<file path="config.mk">
export PLATFORM = sky130hd
export DESIGN_NAME = iol_ctrl
export DESIGN_NICKNAME = d
export VERILOG_FILES = /design/src/iol_pkg.sv /design/src/iol_ctrl.sv
export SDC_FILE = /design/constraint.sdc
export NUM_CORES = 1
export LEC_CHECK = 0
export BUFFER_PORTS_ARGS = -buffer_cell sky130_fd_sc_hd__buf_2
export CAP_MARGIN = 20
export CORE_AREA = 2 2 39 41
export DETAILED_ROUTE_END_ITERATION = 12
export DIE_AREA = 0 0 41 43
export RECOVER_POWER = 50
export SETUP_SLACK_MARGIN = 0.4
export SLEW_MARGIN = 40
export SYNTH_ARGS = -nofsm -noshare
export SYNTH_HDL_FRONTEND = slang
export SYNTH_SLANG_ARGS = --single-unit
</file>
<file path="constraint.sdc">
create_clock -name clk -period 0.97 [get_ports clk]
set_input_delay 0.1455 -clock clk [delete_from_list [all_inputs] [get_ports clk]]
set_output_delay 0.1455 -clock clk [all_outputs]
set_load 0.02 [all_outputs]
</file>
<file path="src/iol_pkg.sv">
`timescale 1ns / 1ps
`default_nettype none
// ----------------------------------------------------------------------------
// iol_pkg
// Shared types and constants for the indexed ordered list.
// ----------------------------------------------------------------------------
package iol_pkg;

  localparam int WORD_W  = 32;
  localparam int POS_W   = 8;
  localparam int REQ_W   = 3;
  localparam int COUNT_W = 5;

  typedef enum logic [REQ_W-1:0] {
    REQ_APPEND      = 3'd0,
    REQ_PREPEND     = 3'd1,
    REQ_REMOVE_LAST = 3'd2,
    REQ_REMOVE_HEAD = 3'd3,
    REQ_READ        = 3'd4,
    REQ_OVERWRITE   = 3'd5,
    REQ_INSERT      = 3'd6
  } req_code_t;

  // controller -> datapath commands
  typedef struct packed {
    logic latch;   // capture the accepted request
    logic exec;    // apply the request to the cells and count
    logic load;    // load the result register
  } iol_cmd_t;

endpackage

`default_nettype wire

</file>
<file path="src/iol_ctrl.sv">
`timescale 1ns / 1ps
`default_nettype none
// ----------------------------------------------------------------------------
// iol_ctrl
// Request sequencer: accept, execute, then hand the result to the output.
// ----------------------------------------------------------------------------
module iol_ctrl
  import iol_pkg::*;
(
  input  wire logic clk,
  input  wire logic rst,
  input  wire logic req_valid,
  output logic      req_ready,
  output logic      res_valid,
  input  wire logic res_ready,
  output iol_cmd_t  cmd
);

  typedef enum logic [1:0] {
    ST_IDLE,
    ST_EXEC,
    ST_FINISH
  } state_t;

  state_t state;
  logic   load_ok;

  // result register is free when empty or being drained this cycle
  assign load_ok   = !res_valid || res_ready;
  assign req_ready = (state == ST_IDLE);

  always_comb begin
    cmd       = '0;
    cmd.latch = (state == ST_IDLE) && req_valid;
    cmd.exec  = (state == ST_EXEC);
    cmd.load  = (state == ST_FINISH) && load_ok;
  end

  always_ff @(posedge clk) begin
    if (rst) begin
      state     <= ST_IDLE;
      res_valid <= 1'b0;
    end else begin
      case (state)
        ST_IDLE: begin
          if (req_valid) state <= ST_EXEC;
        end
        ST_EXEC: begin
          state <= ST_FINISH;
        end
        ST_FINISH: begin
          if (load_ok) state <= ST_IDLE;
        end
        default: begin
          state <= ST_IDLE;
        end
      endcase

      if (cmd.load) begin
        res_valid <= 1'b1;
      end else if (res_ready) begin
        res_valid <= 1'b0;
      end
    end
  end

  a_one_cmd: assert property (@(posedge clk) disable iff (rst)
    $countones({cmd.latch, cmd.exec, cmd.load}) <= 1)
    else $error("more than one datapath command at once");

  a_exec_follows_latch: assert property (@(posedge clk) disable iff (rst)
    cmd.latch |=> cmd.exec)
    else $error("accepted request not executed");

  a_load_no_overwrite: assert property (@(posedge clk) disable iff (rst)
    cmd.load |-> (!res_valid || res_ready))
    else $error("result register overwritten before it was taken");

endmodule

`default_nettype wire

</file>
==> flow_summary.yaml <==
die:
  die-area_sq_mm: 0.00176
  ioPinCount: 9
  die_w_um: 41
  rows: 14
  initial_core_util: 0.100
  die_h_um: 43
  core-area_sq_mm: 0.00138
yosys:
  syn_area_per_cell_sq_um: 10.7
  synth.top_cells.by_count: "dfxtp_1 (3), nand2b_1 (2), nor2b_1 (2)"
  syn_area_sq_um: 139
  ys.flop_type: "dfxtp_1"
  syn_nets: 17
  yosys.cell_count.top_type: "dfxtp_1"
  yosys.area.top_type: "dfxtp_1"
  syn_inst: 13
  synth_area_leaders: "dfxtp_1 (43%), and4bb_1 (9.0%), nand2b_1 (9.0%), nor2b_1 (9.0%), nor3b_2 (9.0%)"
  ys_types: 9
  seq_area_frac_synth: 0.432
  synth-seq-cells: 3
  synth_edf_count: 0
  yosysWarnings: 0
  synth-async-reset-ratio: 0
  synth_top_area_frac: 0.432
critical_path:
  crit_fanout: 5
  rr_worst_depth: 2
  worst_ep_required_time_ns: 0.82
  cp_slowest_stage_delay_ns: 0.36
  crit_type: "reg2out"
  rrSetupSlack_ns: 0.12
  r2r_start: "state[0]$_SDFFE_PP0P_"
  slowest_stage: "dfxtp_4"
  crit_path_start_kind: "flip-flop"
  end_kind: "primary output"
  setup.worst_path.start: "state[1]$_SDFFE_PP0P_"
  critPathArrivalTime_ns: 0.95
  setup.worst_path.end: "cmd[1]"
  crit_chain: "and2b_4 > buf_6"
  r2r_end: "state[1]$_SDFFE_PP0P_"
cells_and_area:
  drive_gt1_frac: 0.720
  final_area_sq_um: 280
  area_growth_pct: 102
  instances_no_fill: 41
  nFillCells: 149
  seq_area_sq_um: 66.3
  fin_util: 0.203
  antenna_cells: 0
  nNetsFinal: 30
  multi_input_area_sq_um: 100
sta:
  final_hold_viol_count: 0
  period_needed_ns: 1.10
  finalSetupViolCount: 4
  fin_skew_ns: 0.0000677
  finalCritPeriodShare: 1.13
  slew_headroom: 0.882
  rsz0062_at_grt: "true"
  drv_slew: 0
  fmax_mhz: 909
  setup_ws_ns: -0.130
  tightest_slew_ns: 0.176
drt:
  routed-via-count: 139
  wl_per_cell_um: 8.17
  drt_wl_total_um: 335
  vias_per_cell: 3.39
  first_iter_violations: 1
  postRouteAntennaNets: 0
  firstDrtPassIters: 2
  post-route-drc-count: 0
run:
  cap_viol_max_count: 0
place:
  port_buffers: 8
  gp_congestion: 0.540
  place_ws_ns: 0.0309
  place_area_sq_um: 216
  dp_cells: 37
grt:
  antenna_found_initial: 0
  grt_overflow: 0
  grt_pass1_wl_um: 524
  grt_start_max_net_pins: 6
  grt_pass1_vias: 117
  grt_util_all_layers: 0.0532
worst_hold_path:
  min_path_type: "in2reg"
status:
  status: "finished, violations left"
  violations: "negative setup slack"
clock_tree:
  cts_setup_buffers: 0
  ctsHoldBuffers: 0
  clk_pin_slew_ns: 0.04
  root_buffer: "clkbuf_4"
  cts_max_path_buffers: 2
  clk_latency_ns: 0.23
  cts.sinks: 3
  h-tree-depth: 1
  cts_inserted_buffers: 3
  cts_tree: "done"
pwr:
  power_w: 0.000434
  p_leak_nw: 0.132
  p_per_area_mw_per_mm2: 1550
  ir_worst_vdd_mv: 0.425
[layout by cell type (no fill, tap or decap)]
cell type and count:
nor2b_4 1, buf_6 4, dfxtp_4 1, dfxtp_2 2
o21ba_1 1, nor2_1 1, buf_2 3, nand2b_1 1
nor3b_4 1, and4bb_1 1, a21oi_1 1, buf_4 1
nor2b_1 1, clkbuf_1 1, clkbuf_4 3, and2b_4 1
nand2b_4 1
[logic make-up after synthesis]
family | count (synthesis) | synth area share
AOI/OAI and AO/OA | 2 | 0.108
DFF | 3 | 0.432
and+or+nand+nor | 8 | 0.459
[worst min path at each step]
stage / start / to / cells past startpoint
finish: rst / res_valid$_SDFFE_PP0P_ / 2
global route: rst / state[0]$_SDFFE_PP0P_ / 2
CTS: rst / res_valid$_SDFFE_PP0P_ / 2
detailed placement: rst / res_valid$_SDFFE_PP0P_ / 2
global placement: rst / res_valid$_SDFFE_PP0P_ / 2
floorplan: rst / res_valid$_SDFFE_PP0P_ / 1
[power by group]
part | internal [W] | switching, W | leakage [nW]
logic | 0.0000459 | 0.0000330 | 0.0905
registers | 0.000129 | 0.00000958 | 0.0261
clock network | 0.000154 | 0.0000622 | 0.0150
total | 0.000329 | 0.000105 | 0.132
[sequential cells by signal, indices dropped and copies added (netlist names)]
name,cells
res_valid,1
state,2
[per-stage QoR]
step	hold slack, ns	TNS, ns
after detailed placement	0.332	0
final	0.101	-0.379
after floorplan	0.207	0
after global routing	0.0909	-0.576
after global placement	0.332	0
after CTS	0.0863	-0.440
[worst max-delay path, delay by kind of cell (launching register included)]
family | cells | cell delay [ns]
buffers and inverters | 1 | 0.11
DFF | 1 | 0.36
and+or+nand+nor | 1 | 0.26
[per-layer routing]
layer  global-route usage  routed length, um
met3               0.0628                 54
met4               0.0600                  0
met1               0.0641                173
met5                    0                  0
met2               0.0375                107
[final cells by class]
class,count,area share
tap,16,0.0714
clock buffer,4,0.0937
timing repair buffer,8,0.241
multi-input combinational,10,0.357
sequential,3,0.237
[repair_timing]
| action | CTS | global route |
|---|---|---|
| pin swaps | 1 | 1 |
| setup endpoints to repair | 8 | 8 |
| gates resized for setup | 11 | 0 |
Power figures use the tool's default switching activity.
